### config.mk
export PLATFORM = sky130hd
export DESIGN_NAME = tag_value_command_parser_core
export DESIGN_NICKNAME = d
export VERILOG_FILES = /design/src/rtl/tvcp_pkg.sv /design/src/rtl/tvcp_parse.sv /design/src/rtl/tvcp_act.sv /design/src/rtl/tag_value_command_parser_core.sv
export SDC_FILE = /design/constraint.sdc
export NUM_CORES = 1
export LEC_CHECK = 0
export ABC_AREA = 1
export BUFFER_PORTS_ARGS = -buffer_cell sky130_fd_sc_hd__buf_4
export CORE_ASPECT_RATIO = 0.7
export CORE_MARGIN = 3
export CORE_UTILIZATION = 54
export DETAILED_ROUTE_END_ITERATION = 10
export HOLD_SLACK_MARGIN = 0.1
export PLACE_DENSITY_LB_ADDON = 0.1
export SLEW_MARGIN = 10
export SYNTH_ARGS = -nofsm -noshare
export SYNTH_HDL_FRONTEND = slang
export SYNTH_SLANG_ARGS = --single-unit
### constraint.sdc
create_clock -name clk -period 3.56 [get_ports clk]
set_clock_uncertainty 0.1 [all_clocks]
set_input_delay 0.356 -clock clk [delete_from_list [all_inputs] [get_ports clk]]
set_output_delay 0.356 -clock clk [all_outputs]
set_load 0.01 [all_outputs]
### src/rtl/tvcp_pkg.sv
// Shared constants and types for the tag/value command parser.
// Used by tvcp_parse, tvcp_act and tag_value_command_parser_core; no dependencies.
package tvcp_pkg;

    localparam int VALUE_BITS_DEF = 16;
    localparam int VALUE_BITS_MIN = 8;
    localparam int VALUE_BITS_MAX = 32;

    localparam int CFG_BITS = 16;
    localparam int OUT_VALUE_BITS = 16;
    localparam int TAG_BITS = 5;
    localparam int TDATA_OUT_BITS = 48;

    localparam logic [7:0] CH_BANG  = 8'h21;
    localparam logic [7:0] CH_COMMA = 8'h2C;
    localparam logic [7:0] CH_ZERO  = 8'h30;
    localparam logic [7:0] CH_NINE  = 8'h39;

    localparam logic signed [TAG_BITS-1:0] TAG_NONE  = -5'sd1;
    localparam logic signed [TAG_BITS-1:0] TAG_REV   = 5'sd0;
    localparam logic signed [TAG_BITS-1:0] TAG_FWD   = 5'sd1;
    localparam logic signed [TAG_BITS-1:0] TAG_SERVO = 5'sd4;
    localparam logic signed [TAG_BITS-1:0] TAG_SPK   = 5'sd6;

    localparam logic [0:0] CFG_IDX_THRESHOLD  = 1'b0;
    localparam logic [0:0] CFG_IDX_FULL_SCALE = 1'b1;

    localparam logic [CFG_BITS-1:0] THRESHOLD_RESET  = 16'd150;
    localparam logic [CFG_BITS-1:0] FULL_SCALE_RESET = 16'd180;
    localparam logic [OUT_VALUE_BITS-1:0] SERVO_RESET = 16'd90;
    localparam logic [OUT_VALUE_BITS-1:0] OUT_VALUE_MAX = 16'hFFFF;

    // Frame close event from the parser to the actuator stage
    typedef struct packed {
        logic                       close;
        logic signed [TAG_BITS-1:0] tag;
    } tvcp_close_t;

    typedef struct packed {
        logic signed [TAG_BITS-1:0]  frame_tag;
        logic [OUT_VALUE_BITS-1:0]   frame_value;
        logic                        motor_enable;
        logic                        motor_reverse;
        logic [OUT_VALUE_BITS-1:0]   servo_position;
        logic                        speaker_on;
        logic                        tag_lamp;
        logic                        value_high_lamp;
    } tvcp_result_t;

endpackage

### src/rtl/tvcp_parse.sv
// Frame parser: tag/value phase, skip phase, tag and saturating value accumulator.
// Depends on tvcp_pkg.
module tvcp_parse #(
    parameter int VALUE_BITS = tvcp_pkg::VALUE_BITS_DEF
) (
    input  logic                    clk,
    input  logic                    rst_n,
    input  logic                    byte_fire,
    input  logic [7:0]              rx_byte,
    output tvcp_pkg::tvcp_close_t   close_ev,
    output logic [VALUE_BITS-1:0]   frame_value
);

    localparam int NB = VALUE_BITS + 4;

    logic                                   reading_tag_reg, reading_tag_next;
    logic                                   skipping_reg, skipping_next;
    logic signed [tvcp_pkg::TAG_BITS-1:0]   tag_reg, tag_next;
    logic [VALUE_BITS-1:0]                  accum_reg, accum_next;

    logic           is_bang;
    logic           is_comma;
    logic           is_digit;
    logic [3:0]     digit;
    logic [NB-1:0]  acc_ext;
    logic [NB-1:0]  acc_mul;

    assign is_bang  = (rx_byte == tvcp_pkg::CH_BANG);
    assign is_comma = (rx_byte == tvcp_pkg::CH_COMMA);
    assign is_digit = (rx_byte >= tvcp_pkg::CH_ZERO) && (rx_byte <= tvcp_pkg::CH_NINE);
    assign digit    = 4'(rx_byte - tvcp_pkg::CH_ZERO);

    // value * 10 + digit, by shifts
    assign acc_ext = NB'(accum_reg);
    assign acc_mul = (acc_ext << 3) + (acc_ext << 1) + NB'(digit);

    assign close_ev.close = byte_fire && is_bang;
    assign close_ev.tag   = tag_reg;
    assign frame_value    = accum_reg;

    always_comb
    begin
        reading_tag_next = reading_tag_reg;
        skipping_next    = skipping_reg;
        tag_next         = tag_reg;
        accum_next       = accum_reg;
        if (byte_fire)
        begin
            if (is_bang)
            begin
                reading_tag_next = 1'b1;
                skipping_next    = 1'b0;
                tag_next         = tvcp_pkg::TAG_NONE;
                accum_next       = '0;
            end
            else if (!skipping_reg)
            begin
                if (is_comma)
                begin
                    reading_tag_next = 1'b0;
                end
                else if (!is_digit)
                begin
                    skipping_next = 1'b1;
                end
                else if (reading_tag_reg)
                begin
                    tag_next = $signed({1'b0, digit});
                end
                else
                begin
                    // saturate when any bit spills over the top
                    if (acc_mul[NB-1:VALUE_BITS] != '0)
                        accum_next = '1;
                    else
                        accum_next = acc_mul[VALUE_BITS-1:0];
                end
            end
        end
    end

    always_ff @(posedge clk or negedge rst_n)
    begin
        if (!rst_n)
        begin
            reading_tag_reg <= 1'b1;
            skipping_reg    <= 1'b0;
            tag_reg         <= tvcp_pkg::TAG_NONE;
            accum_reg       <= '0;
        end
        else
        begin
            reading_tag_reg <= reading_tag_next;
            skipping_reg    <= skipping_next;
            tag_reg         <= tag_next;
            accum_reg       <= accum_next;
        end
    end

endmodule

### src/rtl/tvcp_act.sv
// Actuator state update on frame close, and the result register.
// Depends on tvcp_pkg.
module tvcp_act #(
    parameter int VALUE_BITS = tvcp_pkg::VALUE_BITS_DEF
) (
    input  logic                            clk,
    input  logic                            rst_n,
    input  tvcp_pkg::tvcp_close_t           close_ev,
    input  logic [VALUE_BITS-1:0]           frame_value,
    input  logic [tvcp_pkg::CFG_BITS-1:0]   threshold,
    input  logic [tvcp_pkg::CFG_BITS-1:0]   full_scale,
    input  logic                            res_ready,
    output logic                            res_valid,
    output logic                            slot_free,
    output tvcp_pkg::tvcp_result_t          result
);

    localparam int CW = (VALUE_BITS > tvcp_pkg::CFG_BITS) ? VALUE_BITS : tvcp_pkg::CFG_BITS;

    logic                                   drive_en_reg, drive_en_next;
    logic                                   drive_rev_reg, drive_rev_next;
    logic [tvcp_pkg::OUT_VALUE_BITS-1:0]    servo_reg, servo_next;
    logic                                   tone_reg, tone_next;
    logic                                   tag_lamp_reg, tag_lamp_next;
    logic                                   high_reg, high_next;
    logic                                   res_valid_reg;
    tvcp_pkg::tvcp_result_t                 res_reg, res_next;

    logic [CW-1:0]                          vx;
    logic                                   v_one;
    logic                                   v_zero;
    logic [tvcp_pkg::OUT_VALUE_BITS-1:0]    v_sat;

    assign vx     = CW'(frame_value);
    assign v_one  = (vx == CW'(1));
    assign v_zero = (vx == '0);
    assign v_sat  = (vx > CW'(tvcp_pkg::OUT_VALUE_MAX)) ? tvcp_pkg::OUT_VALUE_MAX
                                                        : vx[tvcp_pkg::OUT_VALUE_BITS-1:0];

    assign slot_free = !res_valid_reg || res_ready;
    assign res_valid = res_valid_reg;
    assign result    = res_reg;

    always_comb
    begin
        drive_en_next  = drive_en_reg;
        drive_rev_next = drive_rev_reg;
        servo_next     = servo_reg;
        tone_next      = tone_reg;
        tag_lamp_next  = tag_lamp_reg;
        high_next      = high_reg;
        if (close_ev.tag == tvcp_pkg::TAG_FWD)
        begin
            tag_lamp_next  = 1'b1;
            drive_en_next  = v_one;
            drive_rev_next = 1'b0;
        end
        else if (close_ev.tag == tvcp_pkg::TAG_REV)
        begin
            drive_en_next  = v_one;
            drive_rev_next = 1'b1;
        end
        else if (close_ev.tag == tvcp_pkg::TAG_SERVO && !v_zero)
        begin
            // clamp to full scale
            if (vx > CW'(full_scale))
                servo_next = full_scale;
            else
                servo_next = vx[tvcp_pkg::OUT_VALUE_BITS-1:0];
        end
        else if (close_ev.tag == tvcp_pkg::TAG_SPK)
        begin
            tone_next = v_one;
        end
        else
        begin
            tag_lamp_next = 1'b0;
        end
        high_next = (vx > CW'(threshold));

        res_next.frame_tag       = close_ev.tag;
        res_next.frame_value     = v_sat;
        res_next.motor_enable    = drive_en_next;
        res_next.motor_reverse   = drive_rev_next;
        res_next.servo_position  = servo_next;
        res_next.speaker_on      = tone_next;
        res_next.tag_lamp        = tag_lamp_next;
        res_next.value_high_lamp = high_next;
    end

    always_ff @(posedge clk or negedge rst_n)
    begin
        if (!rst_n)
        begin
            drive_en_reg  <= 1'b0;
            drive_rev_reg <= 1'b0;
            servo_reg     <= tvcp_pkg::SERVO_RESET;
            tone_reg      <= 1'b0;
            tag_lamp_reg  <= 1'b0;
            high_reg      <= 1'b0;
            res_valid_reg <= 1'b0;
        end
        else
        begin
            if (close_ev.close)
            begin
                drive_en_reg  <= drive_en_next;
                drive_rev_reg <= drive_rev_next;
                servo_reg     <= servo_next;
                tone_reg      <= tone_next;
                tag_lamp_reg  <= tag_lamp_next;
                high_reg      <= high_next;
                res_valid_reg <= 1'b1;
            end
            else if (res_ready)
            begin
                res_valid_reg <= 1'b0;
            end
        end
    end

    // result payload, loaded only when a frame closes
    always_ff @(posedge clk)
    begin
        if (close_ev.close)
            res_reg <= res_next;
    end

endmodule

### src/rtl/tag_value_command_parser_core.sv
// Tag/value command parser: top level with input register, config registers and stream ports.
// Depends on tvcp_pkg, tvcp_parse and tvcp_act.
// Order: an accepted '!' passes the input register and then the result register before m_tvalid rises.
// Throughput: one byte per cycle; a '!' waits in the input register only while the
// result register holds an untaken result.
// Reset (rst_n low, asynchronous): tag phase, no tag, value zero, servo 90, all lamps off.
module tag_value_command_parser_core #(
    parameter int VALUE_BITS = tvcp_pkg::VALUE_BITS_DEF
) (
    input  logic                                    clk,
    input  logic                                    rst_n,
    input  logic                                    s_tvalid,
    output logic                                    s_tready,
    input  logic [7:0]                              s_tdata,    // [7:0] rx_byte
    output logic                                    m_tvalid,
    input  logic                                    m_tready,
    // [4:0] frame_tag, [20:5] frame_value, [21] motor_enable, [22] motor_reverse,
    // [38:23] servo_position, [39] speaker_on, [40] tag_lamp, [41] value_high_lamp,
    // [47:42] zero
    output logic [tvcp_pkg::TDATA_OUT_BITS-1:0]     m_tdata,
    input  logic                                    cfg_we,
    input  logic [0:0]                              cfg_addr,
    input  logic [tvcp_pkg::CFG_BITS-1:0]           cfg_wdata
);

    logic                               s1_valid_reg;
    logic [7:0]                         s1_byte_reg;
    logic                               s1_fire;
    logic                               slot_free;
    logic [tvcp_pkg::CFG_BITS-1:0]      threshold_reg;
    logic [tvcp_pkg::CFG_BITS-1:0]      full_scale_reg;
    tvcp_pkg::tvcp_close_t              close_ev;
    logic [VALUE_BITS-1:0]              frame_value;
    tvcp_pkg::tvcp_result_t             result;

    // hold a '!' until the result register can take it
    assign s1_fire  = s1_valid_reg && ((s1_byte_reg != tvcp_pkg::CH_BANG) || slot_free);
    assign s_tready = !s1_valid_reg || s1_fire;

    always_ff @(posedge clk or negedge rst_n)
    begin
        if (!rst_n)
            s1_valid_reg <= 1'b0;
        else if (s_tready)
            s1_valid_reg <= s_tvalid;
    end

    always_ff @(posedge clk)
    begin
        if (s_tready && s_tvalid)
            s1_byte_reg <= s_tdata;
    end

    always_ff @(posedge clk or negedge rst_n)
    begin
        if (!rst_n)
        begin
            threshold_reg  <= tvcp_pkg::THRESHOLD_RESET;
            full_scale_reg <= tvcp_pkg::FULL_SCALE_RESET;
        end
        else if (cfg_we)
        begin
            unique case (cfg_addr)
                tvcp_pkg::CFG_IDX_THRESHOLD:  threshold_reg  <= cfg_wdata;
                tvcp_pkg::CFG_IDX_FULL_SCALE: full_scale_reg <= cfg_wdata;
                default: ;
            endcase
        end
    end

    tvcp_parse #(
        .VALUE_BITS (VALUE_BITS)
    ) u_parse (
        .clk         (clk),
        .rst_n       (rst_n),
        .byte_fire   (s1_fire),
        .rx_byte     (s1_byte_reg),
        .close_ev    (close_ev),
        .frame_value (frame_value)
    );

    tvcp_act #(
        .VALUE_BITS (VALUE_BITS)
    ) u_act (
        .clk         (clk),
        .rst_n       (rst_n),
        .close_ev    (close_ev),
        .frame_value (frame_value),
        .threshold   (threshold_reg),
        .full_scale  (full_scale_reg),
        .res_ready   (m_tready),
        .res_valid   (m_tvalid),
        .slot_free   (slot_free),
        .result      (result)
    );

    assign m_tdata = {6'b0,
                      result.value_high_lamp,
                      result.tag_lamp,
                      result.speaker_on,
                      result.servo_position,
                      result.motor_reverse,
                      result.motor_enable,
                      result.frame_value,
                      result.frame_tag};

`ifndef SYNTHESIS
    a_rise_after_bang: assert property (@(posedge clk) disable iff (!rst_n)
        $rose(m_tvalid) |-> $past(s1_valid_reg && (s1_byte_reg == tvcp_pkg::CH_BANG)))
        else $error("result raised without a closing byte");

    a_bang_blocked: assert property (@(posedge clk) disable iff (!rst_n)
        (m_tvalid && !m_tready && s1_valid_reg && (s1_byte_reg == tvcp_pkg::CH_BANG))
        |-> !s_tready)
        else $error("closing byte accepted over a stalled result");

    a_ready_low_holds: assert property (@(posedge clk) disable iff (!rst_n)
        !s_tready |-> s1_valid_reg)
        else $error("input stalled with an empty input register");
`endif

endmodule
# After elaboration in Yosys (flattened, before gate mapping)
# Cells that the tools add are included.
[word_totals]
ff_bits = 127
in_bits = 30
out_inout_bits = 50
wordCells = 100
[classes]
addsub = 3
magnitude_cmp = 5
eq_ne = 10
n_mux = 36
n_bitwise = 1
reduce_logical = 23
[ops]
columns = ["cell", "n"]
rows = [
  ["$mux 16", 10],
  ["$gt 16x16->1", 2],
  ["$mux 5", 5],
  ["$mux 1", 21],
  ["$add 19x17->20", 1],
  ["$add 20x4->20", 1],
  ["$eq 16x1->1 const B", 1],
  ["$eq 8x6->1 const B", 2],
  ["$gt 16x16->1 const B", 1],
  ["$logic_not 16->1", 1],
  ["$eq 5x4->1 const B", 2],
  ["$reduce_and 5->1", 2],
  ["$ge 8x6->1 const B", 1],
  ["$le 8x6->1 const B", 1],
  ["$ne 8x6->1 const B", 1],
  ["$reduce_bool 2->1", 4],
  ["$eq 5x2->1 const B", 1],
  ["$logic_and 1x1->1", 5],
  ["$logic_not 5->1", 1],
  ["$ne 2x2->1 const B", 2],
  ["$reduce_and 2->1", 2],
  ["$reduce_bool 4->1", 1],
  ["$sub 4x1->4 const B", 1],
  ["$logic_not 1->1", 3],
  ["4 further kinds", 6],
]

# Depth between registers and ports, before layout
# Gate-level depths: netlist of the first run.
[depth]
depth_word = 9
depth_mapped = 19
ltp_nobuf = 18

# Hierarchy
# A second synthesis of the first run with hierarchy kept.
[hier_totals]
cells_unflattened = 901
hier_area_um2 = 7781.2
[by_module_without_submodules]
columns = ["module", "n_inst", "cells_per_inst", "area_per_inst_um2", "seq_area_each_um2"]
rows = [
  ["tvcp_act", 1, 388, 3585.9, 1791.7],
  ["tvcp_parse", 1, 362, 2488.6, 583.1],
  ["tag_value_command_parser_core", 1, 151, 1706.6, 1076.0],
]

# Worst setup path before layout of the first run
# No wires, ideal clock.
[synth_timing]
path_kind = "reg-to-reg"
start = "register s1_byte_reg[3]"
end = "register u_parse.accum_reg[12] (netlist: u_parse.frame_value[12])"
setup_ns = 0.116
arrival_time_ns = 2.521
required_ns = 3.344
setup_slack_ns = 0.822
stages_incl_launch_ff = 19
path_buffers = 1
synth_period_minus_slack_ns = 2.738
path_cell_list = "edfxtp_1 -> fa_1 -> inv_1 -> fa_1 -> inv_1 -> nand2_1 -> nand2_2 -> nand3_1 -> nand2_1 -> nand2_1 -> nand2_1 -> nand2_1 -> nand2_1 -> inv_2 -> nor2_8 -> buf_12 -> nand3_2 -> nand2_1 -> nand2_1"
[synth_via]
elab_chain_cells = 9
elab_cells_between_ends = 22
classes_between = "add/sub: 2; order compare: 2; eq/ne: 6; mux: 6; reduce/logical: 6"
[synth_lines]
columns = ["element", "line", "rtl"]
rows = [
  ["start, declared", "tag_value_command_parser_core.sv:27", "logic [7:0] s1_byte_reg;"],
  ["start signal, assigned", "tag_value_command_parser_core.sv:51", "s1_byte_reg <= s_tdata;"],
  ["$sub 4x1->4", "tvcp_parse.sv:31", "assign digit = 4'(rx_byte - tvcp_pkg::CH_ZERO);"],
  ["$add 20x4->20", "tvcp_parse.sv:35", "assign acc_mul = (acc_ext << 3) + (acc_ext << 1) + NB'(digit);"],
  ["$reduce_bool 4->1", "tvcp_parse.sv:73", "if (acc_mul[NB-1:VALUE_BITS] != '0)"],
  ["$mux 16", "tvcp_parse.sv:73", ""],
  ["$mux 16", "tvcp_parse.sv:66", "else if (reading_tag_reg)"],
  ["$mux 16", "tvcp_parse.sv:62", "else if (!is_digit)"],
  ["$mux 16", "tvcp_parse.sv:58", "if (is_comma)"],
  ["$mux 16", "tvcp_parse.sv:56", "else if (!skipping_reg)"],
  ["$mux 16", "tvcp_parse.sv:49", "if (is_bang)"],
  ["end signal, assigned", "tvcp_parse.sv:96", "accum_reg <= accum_next;"],
  ["end, declared", "tvcp_parse.sv:19", "logic [VALUE_BITS-1:0] accum_reg, accum_next;"],
]
# Parallel ways exist; a longest one is shown, timed or not. The select of a mux whose other input is x is not followed.
# A chain may end at the register's enable or synchronous reset.

# Final worst setup path of the first run
[layout_timing]
start = "register u_parse.accum_reg[0] (netlist: u_parse.frame_value[0])"
end = "register u_parse.accum_reg[12] (netlist: u_parse.frame_value[12])"
[layout_via]
elab_chain_cells = 9
[layout_lines]
columns = ["element", "line"]
rows = [
  ["$add 19x17->20 *", "tvcp_parse.sv:35"],
  ["$add 20x4->20 *", "tvcp_parse.sv:35"],
  ["$reduce_bool 4->1", "tvcp_parse.sv:73"],
  ["$mux 16 *", "tvcp_parse.sv:73"],
  ["$mux 16 *", "tvcp_parse.sv:66"],
  ["$mux 16 *", "tvcp_parse.sv:62"],
  ["$mux 16 *", "tvcp_parse.sv:58"],
  ["$mux 16 *", "tvcp_parse.sv:56"],
  ["$mux 16 *", "tvcp_parse.sv:49"],
]
# Every way passes the cells marked *; elsewhere a longest branch is shown, timed or not. The select of a mux whose other input is x is not followed.

==> metrics list, run 1 <==
- The number of endpoints with negative hold slack in the final report came to 0.
- For this run, the leading register cell type out of synthesis is sky130_fd_sc_hd__dfrtp_1.
- The count of nets left with antenna violations once routing finished came out at 0.
- The count of final max-slew check failures was 0.
- Cell types occupying the most area after synthesis: sky130_fd_sc_hd__edfxtp_1 20%, sky130_fd_sc_hd__dfrtp_1 20%, sky130_fd_sc_hd__nand2_1 13%
- The layout has 1066 filler cells.
* # port buffers: 73
- The tree is rooted in a sky130_fd_sc_hd__clkbuf_16.
- Critical path cell sequence: fa_1, inv_1, fa_1, inv_1, nand2_1, nand2_2, nand3_1, nand2_2, nand2_2, nand3_2, nand2_2, nor2_4, nand3_2, nand2_1, nand2_1
- Slowest stage cell, crit path: sky130_fd_sc_hd__fa_1
* Actual slew at the worst max-slew pin: 1.00 ns
* Number of register bits inferred by synthesis: 127
* Most area-hungry cell type in the Yosys netlist: sky130_fd_sc_hd__edfxtp_1
- Clock latency on the worst-skew pair: 0.41 ns
- The first TritonRoute pass finished after 5 iterations.
* Average instance area after synthesis: 8.59 sq um
- During I/O placement, the number of pins put on the boundary was 80.
* Int Power: 3.02 mW
* Cells after synthesis: 881
* Count of routing violations after the opening detailed-route iteration: 410
- In this run the worst hold path is classified as input port to register.
* Synth Warn #: 0
- CTS built an H-tree with a depth of 4.
- The worst setup path is captured at a register.
- Data required time at the worst endpoint: 3.76 ns
* DRC violation count after routing: 0
- Setup violations remaining at the end of the flow were counted as 0.
* Most used cell along the critical path: sky130_fd_sc_hd__nand2_2
* Routability cong.: 0.885
- Share of synthesized area spent on multiplexers: 0%
- Floorplan die width: 148 um
- The number of hold buffers added after CTS was 10.
* Switching power: 0.879 mW
- Layout net count: 1060
- Relative to the synthesized area, the layout overhead comes to 18.6%.
- Post-synthesis share of cell area spent on xor and xnor gates: 1.16%
* Number of diodes: 0
* Register clock-pin slew on the reported worst setup and hold paths: 0.06 ns
- Crit path largest cell delay: 0.58 ns
* Cell area after technology mapping: 7570 sq um
- Clock tree from TritonCTS: yes
* Synthesized-area fraction occupied by adder cells: 10.9%
* Power density cells: 435 nW/um^2
* Post-synthesis sequential area ratio: 45.6%
- Sequential cells burn 42.3% of the power.
- The HPWL after detailed placement is 12900 um.
- Layout cells sized above 1: 18.6%
- Maximum number of pins on one net before global-route repair: 78
- The via count of the first global-routing pass was 6122.
- Critical path data arrival time: 3.29 ns
* Top achievable clock speed: 324 MHz
- The run finished with clean final reports.
- The die covers 15500 sq um.
* Leakage power summed over all cells: 4.80 nW
* Switching Share: 22.5%
- Antenna violations before repair: 0
- Number of flip-flops under the largest register name: 42
* Number of flops mapped to enable cells by yosys: 50
- Worst-path fanout max: 16
* Clock buffers created by TritonCTS: 17
- Final hold analysis gives a worst-case slack of 0.106 ns.
* Logic pwr share: 6.7%
- Placeable core area: 13400 sq um
* Worst rel slew slack: 33.2%
- For this configuration, the core starts out at a cell density of 56.3%.
- Average vias per placed instance: 5.31
- Resize count post-CTS: 0
- Type of origin of the critical path: register
* Post-synthesis simple-gate area fraction: 26.9%
* Clk pwr share: 51.1%
- Setup repair after global routing left no endpoint under its margin.
- Counting every sink on the clock net gives 127.
- Tot GR Track Use: 23.9%
- Fin crit period: 3.08 ns
- Total power for the finished layout comes to 3.90 mW.
- Measured along the y axis, the die boundary spans 105 um.
* Via total after detailed routing: 6181
* Remaining global-route overflow: 0
- Setup total negative slack on the finished layout was measured at 0 ns.
- Buffers inserted during post-CTS setup optimization: 0
- Final worst path period share: 86.6%
- Bufs and invs on worst path: 2
- Complex-gate fraction of the synthesized area: 6.36%
- Final routed wirelength across all metal layers: 18100 um
- In this run the deepest clock path goes through 2 buffers.
* Share of the synthesized area in the top cell type: 19.8%
- The tool flagged a number of max-cap violations equal to 0.
* Family with the most delay on the worst path: simple AND/OR/NAND/NOR gates
- The first global-routing pass estimated 29800 um of wire.
- Row generation in the floorplan step produced 35 rows.
- VDD IR max: 0.341 mV
- Unique cell type count in the Yosys netlist: 47
- The worst setup path is of the register to register kind.
- After synthesis, the largest family of logic cells by area is simple AND/OR/NAND/NOR gates.
- In the final routed layout, each cell accounts on average for 15.5 um.
* Async SR Flop Fraction: 60.6%
## area by class of cell
type	instances	area (sq um)	area share [%]
clock buffer	17	425	4.74
clock inverter	15	255	2.84
inverter	132	498	5.55
multi-input combinational	602	3460	38.5
sequential	127	3450	38.4
tap	185	231	2.58
timing repair buffer	85	663	7.38
## Yosys cell counts (2+ instances only)
cell,count
sky130_fd_sc_hd__clkbuf_1,6
sky130_fd_sc_hd__dfstp_2,18
sky130_fd_sc_hd__nand2_2,14
sky130_fd_sc_hd__and2_1,19
sky130_fd_sc_hd__nor3_2,4
sky130_fd_sc_hd__fa_1,2
sky130_fd_sc_hd__edfxtp_1,50
sky130_fd_sc_hd__buf_6,3
sky130_fd_sc_hd__o21ai_0,45
sky130_fd_sc_hd__nor2_4,2
sky130_fd_sc_hd__o21a_1,2
sky130_fd_sc_hd__inv_2,9
sky130_fd_sc_hd__ha_1,63
sky130_fd_sc_hd__xnor2_1,5
sky130_fd_sc_hd__nand4_1,6
sky130_fd_sc_hd__nor3_1,3
sky130_fd_sc_hd__nand2_1,264
sky130_fd_sc_hd__inv_1,122
sky130_fd_sc_hd__a21oi_1,27
sky130_fd_sc_hd__dfrtp_1,59
sky130_fd_sc_hd__nand3_1,68
sky130_fd_sc_hd__xor2_1,5
sky130_fd_sc_hd__buf_4,9
sky130_fd_sc_hd__nor4_1,5
sky130_fd_sc_hd__nor2_1,27
sky130_fd_sc_hd__buf_2,4
sky130_fd_sc_hd__a21oi_2,5
sky130_fd_sc_hd__nand3_2,16
## final timing paths
check	startpoint	end	slack, ns	cells past startpoint
max	u_parse.frame_value[0]$_DFFE_PN0P_	u_parse.frame_value[12]$_DFFE_PN0P_	0.48	15
min	m_tready	u_act.res_valid$_DFFE_PN0P_	0.11	4
max reg2reg	u_parse.frame_value[0]$_DFFE_PN0P_	u_parse.frame_value[12]$_DFFE_PN0P_	0.48	15
min reg2reg	u_act.servo_reg[3]$_DFFE_PN1P_	u_act.servo_reg[3]$_DFFE_PN1P_	0.37	2
max in group asynchronous	rst_n	u_act.tone_reg$_DFFE_PN0P_	2.15	2
min in group asynchronous	rst_n	full_scale_reg[11]$_DFFE_PN0P_	0.57	2
## layout by cell type (no fill, tap or decap), drive strengths merged, types with 2 or more instances in the layout
| master | netlist | layout |
|---|---|---|
| a21oi | 33 | 33 |
| and2 | 19 | 19 |
| buf | 19 | 75 |
| bufinv | 0 | 6 |
| clkbuf | 6 | 17 |
| clkinv | 0 | 4 |
| conb | 1 | 6 |
| dfrtp | 59 | 59 |
| dfstp | 18 | 18 |
| dlygate4sd3 | 0 | 10 |
| edfxtp | 50 | 50 |
| fa | 2 | 2 |
| ha | 63 | 63 |
| inv | 132 | 137 |
| nand2 | 279 | 279 |
| nand3 | 85 | 85 |
| nand4 | 6 | 6 |
| nor2 | 31 | 31 |
| nor3 | 7 | 7 |
| nor4 | 6 | 6 |
| o21a | 2 | 2 |
| o21ai | 45 | 45 |
| xnor2 | 5 | 5 |
| xor2 | 5 | 5 |
## worst register-to-register path, delay by kind of cell (launching register included)
kind	cells	cell delay, ns
AND/OR/NAND/NOR	11	1.20
buffers and inverters	2	0.14
flip-flops	1	0.50
adder cells (fa/ha/maj)	2	1.04
## cell families (layout without fill, tap and decap cells)
logic type,after synthesis,after routing
AOI/OAI and AO/OA,86,86
xor gates and xnor gates,10,10
adders and majority gates,65,65
buffers and inverters,157,249
DFF,127,127
other,1,6
and+or+nand+nor,435,435
## routing by layer
layer	global-route usage [%]	vias up	share of wire [%]
met5	0	-	0
met4	7.65	0	1.9
met3	4.16	37	4.7
met2	39.9	177	48
met1	31.8	2950	45
li1	-	3017	-
## power by group through the flow
stage                     combinational, mW  sequential [mW]  clock [mW]
after detailed placement              0.249             1.67           0
after CTS                             0.262             1.65        2.02
after global routing                  0.302             1.66        2.08
final                                 0.260             1.65        1.99
after global placement                0.232             1.67           0
after floorplan                       0.167             1.66           0
## per-stage QoR
step	instances	util, %	setup slack (ns)	instance area, sq um
final	1163	66.8	0.476	8980
after global routing	1163	66.8	0.278	8980
after CTS	1163	66.8	0.485	8980
after detailed placement	1121	61.0	0.492	8200
after global placement	1121	61.0	0.603	8200
after floorplan	886	-	0.822	7590
Note: power is estimated with default switching activity, not from simulation.
==> inputs of run 2 (changes only) <==
--- a/config.mk
+++ b/config.mk
@@ -5,7 +5,7 @@
 export SDC_FILE = /design/constraint.sdc
 export NUM_CORES = 1
 export LEC_CHECK = 0
-export ABC_AREA = 1
+export ABC_AREA = 0
 export BUFFER_PORTS_ARGS = -buffer_cell sky130_fd_sc_hd__buf_4
 export CORE_ASPECT_RATIO = 0.7
 export CORE_MARGIN = 3
==> run 2 against run 1 <==
Net effect: flip-flop and latch count unchanged; first-iteration DRC count down 3.7%; synthesized cell count down 15%; worst setup slack worse by 0.24 ns; critical endpoint is now u_parse.frame_value[0]$_DFFE_PN0P_; largest power group unchanged; highest routed layer unchanged.
==> metrics list, run 2 <==
- Status: complete, no violations (unchanged).
* Min-delay src: m_tready (unchanged)
* Async SR Flop Fraction: 60.6% (unchanged)
- Number of register bits inferred by synthesis: 127 (unchanged)
- RSZ-0062 raised after global routing: no (unchanged)
* Dpl cell area: 8310 sq um (was 8200 sq um)
- Root buffer selected by CTS: sky130_fd_sc_hd__clkbuf_16 (unchanged)
* Cell types occupying the most area after synthesis: sky130_fd_sc_hd__edfxtp_1 20%, sky130_fd_sc_hd__dfrtp_1 20%, sky130_fd_sc_hd__ha_1 10% (was sky130_fd_sc_hd__edfxtp_1 20%, sky130_fd_sc_hd__dfrtp_1 20%, sky130_fd_sc_hd__nand2_1 13%)
* VDD IR max: 0.309 mV (was 0.341 mV)
- The sum of negative setup slack came to 0 ns (unchanged).
- DPL Wire Length: 12800 um (was 12900 um)
- Placeable core area: 13400 sq um (about the same)
* Register clock-pin slew on the reported worst setup and hold paths: 0.06 ns (about the same)
- RR Startpoint: s1_byte_reg[3]$_DFFE_PP_ (was u_parse.frame_value[0]$_DFFE_PN0P_)
- The die height was 105 um (about the same).
* Number of diodes: 0 (unchanged)
* # IOs: 80 (unchanged)
* Tot GR Track Use: 24.7% (was 23.9%)
* WS Path Type: register to register (unchanged)
- Top achievable clock speed: 301 MHz (was 324 MHz)
- Number of flops mapped to enable cells by yosys: 50 (unchanged)
- Wire per inst: 17.6 um (was 15.5 um)
- The cell count after placement is 990 (was 1121).
- Non-Filler Instances: 1048 (was 1163)
* Worst rel slew slack: 32.2% (was 33.2%)
- The clock period minus worst slack was 3.33 ns (was 3.08 ns).
- Reg-to-reg slack, setup: 0.23 ns (was 0.48 ns)
- The via count of the first global-routing pass came to 5973 (was 6122).
- The die footprint came to 15400 sq um (was 15500 sq um).
- Worst-path fanout max: 16 (unchanged)
* Fill cell instance count of the final layout: 1015 (was 1066)
- The initial antenna violation count is 0 (unchanged).
* Area of the multi-input gates: 3720 sq um (was 3460 sq um)
- Hold-critical path depth: 3 (was 4)
- The number of H-tree levels was 4 (unchanged).
* Clock latency on the worst-skew pair: 0.41 ns (about the same)
- Detailed-router iteration count before antenna repair: 5 (unchanged)
* Average instance area after synthesis: 10.1 sq um (was 8.59 sq um)
* Most used cells in the layout excluding fill and tap cells: 95 x sky130_fd_sc_hd__buf_4, 83 x sky130_fd_sc_hd__nand3_1, 77 x sky130_fd_sc_hd__nand2_1 (was 264 x sky130_fd_sc_hd__nand2_1, 122 x sky130_fd_sc_hd__inv_1, 75 x sky130_fd_sc_hd__buf_4)
* Unique cell type count in the Yosys netlist: 57 (was 47)
- Final setup vio count: 0 (unchanged)
- Max-capacitance violation count: 0 (unchanged)
* Cells after synthesis: 746 (was 881)
- The proportion of synthesized chip area in sequential cells came to 45.9% (was 45.6%).
* Kind of path behind the tightest hold check: input port to register (unchanged)
* Total count of hold-check failures in the final report: 0 (unchanged)
- The detailed-route via count was 6089 (was 6181).
* Clock tree from TritonCTS: yes (unchanged)
* Wire length of the first global-routing pass: 30800 um (was 29800 um)
* Count of routing violations after the opening detailed-route iteration: 395 (was 410)
- Layout net count: 945 (was 1060)
- The area fraction of the dominant cell type after synthesis is 20.0% (was 19.8%).
- Starting density of the core: 56.2% (was 56.3%)
* Most area-hungry cell type in the Yosys netlist: sky130_fd_sc_hd__edfxtp_1 (unchanged)
* R2r endpoint: u_parse.frame_value[0]$_DFFE_PN0P_ (was u_parse.frame_value[12]$_DFFE_PN0P_)
* Leading cell type in the layout, fill and taps excluded: sky130_fd_sc_hd__buf_4 (was sky130_fd_sc_hd__nand2_1)
- Clock Tree Buf Depth: 2 (unchanged)
- The proportion of layout cells with a drive suffix above 1 came to 22.2% (was 18.6%).
- The number of antenna-violating nets in the routed design was 0 (unchanged).
- Critical path data arrival time: 3.49 ns (was 3.29 ns)
* DRC violation count after routing: 0 (unchanged)
* Routability cong.: 0.887 (was 0.885)
* Clock net sink count: 127 (unchanged)
- Synth Warn #: 0 (unchanged)
- Standard-cell row count: 35 (unchanged)
- The mean number of vias per cell is 5.81 (was 5.31).
* Cell area after technology mapping: 7510 sq um (was 7570 sq um)
- The combined flip-flop and latch cell area is 3450 sq um (unchanged).
- Number of flip-flops under the largest register name: 42 (unchanged)
* Final routed wirelength across all metal layers: 18500 um (was 18100 um)
- Leakage power summed over all cells: 3.94 nW (was 4.80 nW)
- Floorplan die width: 147 um (was 148 um)
- The leading register cell type out of synthesis was sky130_fd_sc_hd__dfrtp_1 (unchanged).
* Max-slew violations: 0 (unchanged)
* Fin area: 9160 sq um (was 8980 sq um)
- The cell with the most instances after synthesis is sky130_fd_sc_hd__nand3_1 (was sky130_fd_sc_hd__nand2_1).
- # port buffers: 73 (unchanged)
* Actual slew at the worst max-slew pin: 1.02 ns (was 1.00 ns)
* Smallest hold slack: 0.172 ns (was 0.106 ns)
* Maximum number of pins on one net before global-route repair: 78 (unchanged)
- Final worst path period share: 93.4% (was 86.6%)
- Type of origin of the critical path: register (unchanged)
- Worst-case reg-to-reg path depth: 11 (was 15)
- The critical path data required time was 3.72 ns (was 3.76 ns).
* Final design utilization: 68.6% (was 66.8%)
- Buffers inserted during post-CTS setup optimization: 0 (unchanged)
* Leading cell types by count after synthesis: 83 x sky130_fd_sc_hd__nand3_1, 77 x sky130_fd_sc_hd__nand2_1, 63 x sky130_fd_sc_hd__ha_1 (was 264 x sky130_fd_sc_hd__nand2_1, 122 x sky130_fd_sc_hd__inv_1, 68 x sky130_fd_sc_hd__nand3_1)
- The critical path capture point type was a register (unchanged).
- Remaining global-route overflow: 0 (unchanged)
- The signed area change from the synthesized netlist to the final layout is 22.0% (was 18.6%).
* Power density cells: 428 nW/um^2 (was 435 nW/um^2)
- Clock buffers created by TritonCTS: 17 (unchanged)
- Hold Crit Endpoint: s1_valid_reg$_DFFE_PN0N_ (was u_act.res_valid$_DFFE_PN0P_)
## run 2: how the worst max path moves through the flow
stage	to	from	cells past startpoint
finish	u_parse.frame_value[0]$_DFFE_PN0P_	s1_byte_reg[3]$_DFFE_PP_	11
global route	u_parse.frame_value[0]$_DFFE_PN0P_	s1_byte_reg[3]$_DFFE_PP_	10
CTS	u_parse.frame_value[0]$_DFFE_PN0P_	s1_byte_reg[3]$_DFFE_PP_	11
detailed placement	u_parse.frame_value[6]$_DFFE_PN0P_	s1_byte_reg[3]$_DFFE_PP_	11
global placement	u_parse.frame_value[1]$_DFFE_PN0P_	s1_byte_reg[3]$_DFFE_PP_	11
floorplan	u_parse.frame_value[10]$_DFFE_PN0P_	s1_byte_reg[3]$_DFFE_PP_	11
## run 2: area by class of cell
type                            count  area share [%]
Clock inverter                     13            1.41
Inverter                           43            1.77
Tap cell                          185            2.53
Timing Repair Buffer              123            11.1
Sequential cell                   127            37.7
Clock buffer                       19            4.96
Multi-Input combinational cell    538            40.6
## run 2: kinds of logic (layout without fill, tap and decap cells)
logic type	count (synthesis)	after routing	synth area share, %
mux	39	39	5.80
compound gates	149	149	12.2
fa+ha+maj	65	65	11.0
xor+xnor	9	9	1.05
flops	127	127	45.9
other cells	1	6	0.0499
buf+inv	86	198	5.10
simple gates	270	270	18.8
## run 2: critical path, stage by stage, from the launching register on
cell,delay [ns]
sky130_fd_sc_hd__edfxtp_1,0.42
sky130_fd_sc_hd__fa_1,0.61
sky130_fd_sc_hd__inv_1,0.09
sky130_fd_sc_hd__fa_1,0.43
sky130_fd_sc_hd__nand2b_1,0.22
sky130_fd_sc_hd__a21oi_4,0.21
sky130_fd_sc_hd__o22ai_1,0.12
sky130_fd_sc_hd__o31ai_1,0.26
sky130_fd_sc_hd__mux2i_1,0.20
sky130_fd_sc_hd__and4bb_1,0.27
sky130_fd_sc_hd__buf_12,0.15
sky130_fd_sc_hd__o21ai_0,0.10
## run 2: stage by stage
step | setup WS [ns] | total power, mW
4_1_cts | 0.0371 | 3.93
3_5_place_dp | 0.107 | 2.21
2_1_floorplan | 0.368 | 2.04
3_3_place_gp | 0.206 | 2.18
6_report | 0.233 | 3.92
5_1_grt | 0.0169 | 4.08
## run 2: what timing repair did
action,4_1_cts,5_1_grt
hold buffers,26,0
setup endpoints to repair,0,16
hold endpoints to repair,100,0
gates resized for setup,0,2
## run 2: where the power goes
| group | switching [mW] | internal (mW) | leakage [nW] | total [mW] |
|---|---|---|---|---|
| clock network | 0.681 | 1.01 | 0.280 | 1.70 |
| logic | 0.308 | 0.267 | 2.33 | 0.575 |
| registers | 0.0545 | 1.59 | 1.34 | 1.65 |
| total | 1.04 | 2.87 | 3.94 | 3.92 |
## run 2: routing by layer
| layer | GRT usage, % | share of wire, % | vias to the layer above |
|---|---|---|---|
| met3 | 5.33 | 4.8 | 21 |
| met5 | 0 | 0 | - |
| met2 | 39.7 | 46 | 182 |
| met4 | 6.85 | 1.3 | 0 |
| met1 | 34.3 | 48 | 2953 |
| li1 | - | - | 2933 |
==> inputs of run 3 (changes only) <==
--- a/config.mk
+++ b/config.mk
@@ -12,7 +12,7 @@
 export CORE_UTILIZATION = 54
 export DETAILED_ROUTE_END_ITERATION = 10
 export HOLD_SLACK_MARGIN = 0.1
-export PLACE_DENSITY_LB_ADDON = 0.1
+export PLACE_DENSITY = 0.74
 export SLEW_MARGIN = 10
 export SYNTH_ARGS = -nofsm -noshare
 export SYNTH_HDL_FRONTEND = slang
==> constraint.sdc (replaced) <==
create_clock -name clk -period 3.56 [get_ports clk]
set_clock_uncertainty 0.1 [all_clocks]
set_input_delay 0 -clock clk [delete_from_list [all_inputs] [get_ports clk]]
set_output_delay 0 -clock clk [all_outputs]
set_load 0.01 [all_outputs]
==> run 3 against run 2 <==
Net effect: wire length grew 7.6%; worst setup slack lost 0.099 ns; fmax shrank 2.9%; clock power is essentially flat; first-iteration DRC count grew 40%; largest cell class unchanged.
==> metrics list, run 3 (same netlist as run 2, synthesis figures left out) <==
- The placer's final routability congestion estimate is 0.925 (was 0.887).
- Status: complete, no violations (unchanged).
* Total Die Area: 15400 sq um (unchanged)
- Number of flip-flops under the largest register name: 42 (unchanged)
* Register clock-pin slew on the reported worst setup and hold paths: 0.06 ns (about the same)
- The cell-internal power came to 2.88 mW (was 2.87 mW).
- Clock Tree Buf Depth: 2 (unchanged)
- Type of origin of the critical path: register (unchanged)
- The power spent charging and discharging nets was 1.08 mW (was 1.04 mW).
* Detailed-router iteration count before antenna repair: 6 (was 5)
* Average vias per placed instance: 5.98 (was 5.81)
* # port buffers: 73 (unchanged)
* Actual slew at the worst max-slew pin: 1.03 ns (was 1.02 ns)
- Maximum number of pins on one net before global-route repair: 78 (unchanged)
* Max-slew violations: 0 (unchanged)
- Final sum of negative setup slack: 0 ns (unchanged)
- The fraction of the cycle the final worst path needs is 96.2% (was 93.4%).
* Wire per inst: 18.4 um (was 17.6 um)
- Area occupied by registers: 3450 sq um (unchanged)
* Final setup vio count: 0 (unchanged)
- The count of cells along the worst register-to-register path was 12 (was 11).
- The power share of the combinational group was 15.8% (was 14.7%).
* # IOs: 80 (unchanged)
- Total count of hold-check failures in the final report: 0 (unchanged)
- Final routed wirelength across all metal layers: 19900 um (was 18500 um)
* Starting density of the core: 56.2% (unchanged)
- The signed area change from the synthesized netlist to the final layout was 25.7% (was 22.0%).
- The critical path capture point type is a register (unchanged).
- The global-route total usage across every layer came to 26.4% (was 24.7%).
* Number of global-route vias before repair: 6432 (was 5973)
* Leading cell type in the layout, fill and taps excluded: sky130_fd_sc_hd__buf_4 (unchanged)
* Layout cells sized above 1: 21.4% (was 22.2%)
- The detailed-route via count is 6440 (was 6089).
- WS Path Type: register to register (unchanged)
- Placeable core area: 13400 sq um (unchanged)
- The type of the worst min-delay path was input port to asynchronous set/reset pin (was input port to register).
- Most used cells in the layout excluding fill and tap cells: 93 x sky130_fd_sc_hd__buf_4, 83 x sky130_fd_sc_hd__nand3_1, 77 x sky130_fd_sc_hd__nand2_1 (was 95 x sky130_fd_sc_hd__buf_4, 83 x sky130_fd_sc_hd__nand3_1, 77 x sky130_fd_sc_hd__nand2_1).
* Number of diodes: 0 (unchanged)
- The initial antenna violation count came to 0 (unchanged).
- Wire length of the first global-routing pass: 32700 um (was 30800 um)
- Standard-cell row count: 35 (unchanged)
* DPL Wire Length: 13000 um (was 12800 um)
- The number of buffers created by CTS came to 17 (unchanged).
- Layout net count: 974 (was 945)
- Count of routing violations after the opening detailed-route iteration: 554 (was 395)
- Power density cells: 419 nW/um^2 (was 428 nW/um^2)
* Top achievable clock speed: 292 MHz (was 301 MHz)
- The static leakage power was 4.05 nW (was 3.94 nW).
* VDD IR max: 0.326 mV (was 0.309 mV)
- The width of the die came to 147 um (unchanged).
* Root buffer selected by CTS: sky130_fd_sc_hd__clkbuf_16 (unchanged)
* Area of the multi-input gates: 3710 sq um (was 3720 sq um)
* Critical path data arrival time: 3.60 ns (was 3.49 ns)
* Data required time at the worst endpoint: 3.73 ns (was 3.72 ns)
- RSZ-0062 raised after global routing: no (unchanged).
- The proportion of power drawn by flip-flops and latches came to 41.8% (was 42.0%).
- The switching part of the total was 27.2% (was 26.6%).
- The number of H-tree levels was 4 (unchanged).
- The clock network fraction of design power was 42.3% (was 43.3%).
- Fill cell instance count of the final layout: 912 (was 1015)
* Worst-path fanout max: 16 (unchanged)
- The tightest slew margin relative to the limit was 31.5% (was 32.2%).
- Remaining global-route overflow: 0 (unchanged)
* Post-detailed-route count of antenna-violating nets: 0 (unchanged)
* Clock tree from TritonCTS: yes (unchanged)
- The insertion delay to the later sink of the worst-skew pair is 0.42 ns (was 0.41 ns).
- DRC violation count after routing: 0 (unchanged)
* Die extent in y: 105 um (unchanged)
* Post-route total power: 3.95 mW (was 3.92 mW)
* Max-capacitance violation count: 0 (unchanged)
- The clock period minus worst slack is 3.43 ns (was 3.33 ns).
* Clock net sink count: 127 (unchanged)
run 3: layout make-up:
cell class	count	share of cell area, %
Multi-Input combinational cell	538	39.3
Sequential cell	127	36.5
Clock buffer	19	5.04
Inverter	43	1.72
Tap cell	185	2.45
Timing Repair Buffer	152	13.9
Clock inverter	13	1.03
run 3: routing by layer:
layer	wire (um)	part of all wire [%]	GRT usage (%)	vias up
met4	388	2.0	9.11	0
met5	0	0	0	-
met3	1500	7.6	5.37	36
met1	8810	44	36.6	3138
li1	-	-	-	2987
met2	9170	46	41.8	279
run 3: power by group through the flow:
stage | sequential [mW] | combinational [mW] | clock, mW
after floorplan | 1.66 | 0.383 | 0
after global placement | 1.67 | 0.510 | 0
after detailed placement | 1.68 | 0.538 | 0
after CTS | 1.65 | 0.607 | 1.68
after global routing | 1.66 | 0.689 | 1.74
final | 1.65 | 0.626 | 1.67
run 3: worst max-delay path, cell delays in order (launching register included):
cell and delay [ns]:
sky130_fd_sc_hd__edfxtp_1 0.47, sky130_fd_sc_hd__fa_1 0.62, sky130_fd_sc_hd__inv_1 0.07, sky130_fd_sc_hd__fa_1 0.45, sky130_fd_sc_hd__nand2b_1 0.21, sky130_fd_sc_hd__a21oi_2 0.21, sky130_fd_sc_hd__buf_4 0.15, sky130_fd_sc_hd__o2111ai_1 0.17
sky130_fd_sc_hd__a31oi_1 0.21, sky130_fd_sc_hd__nor3_1 0.06, sky130_fd_sc_hd__and4bb_1 0.32, sky130_fd_sc_hd__buf_12 0.15, sky130_fd_sc_hd__o21ai_0 0.09
run 3: timing repair:
| item | 4_1_cts | 5_1_grt |
|---|---|---|
| hold endpoints to repair | 114 | 0 |
| endpoints found under the setup margin | 0 | 16 |
| gates resized for setup | 0 | 1 |
| hold buffers | 57 | 0 |
| buffers inserted | 0 | 1 |
run 3: worst paths after layout:
| kind | from | to | slack, ns |
|---|---|---|---|
| worst max-delay path | s1_byte_reg[3]$_DFFE_PP_ | u_parse.frame_value[2]$_DFFE_PN0P_ | 0.13 |
| worst min-delay path | rst_n | u_act.res_valid$_DFFE_PN0P_ | 0.16 |
| worst max register to register | s1_byte_reg[3]$_DFFE_PP_ | u_parse.frame_value[2]$_DFFE_PN0P_ | 0.13 |
| worst min register to register | u_act.servo_reg[12]$_DFFE_PN0P_ | u_act.servo_reg[12]$_DFFE_PN0P_ | 0.37 |
| max in group asynchronous | rst_n | full_scale_reg[14]$_DFFE_PN0P_ | 2.48 |
| min in group clk | cfg_we | threshold_reg[10]$_DFFE_PN0P_ | 0.19 |
run 3: through the flow:
step           setup slack, ns  util, %  hold WS (ns)  instances  instance area (sq um)
2_1_floorplan            0.368        -        -0.396        751                   7530
6_report                 0.134     70.7         0.156       1077                   9440
3_5_place_dp            0.0371     62.0        0.0795        987                   8280
5_1_grt                 0.0230     70.7         0.205       1077                   9440
3_3_place_gp             0.236     62.0        0.0798        987                   8280
4_1_cts                 0.0232     70.6         0.177       1076                   9430
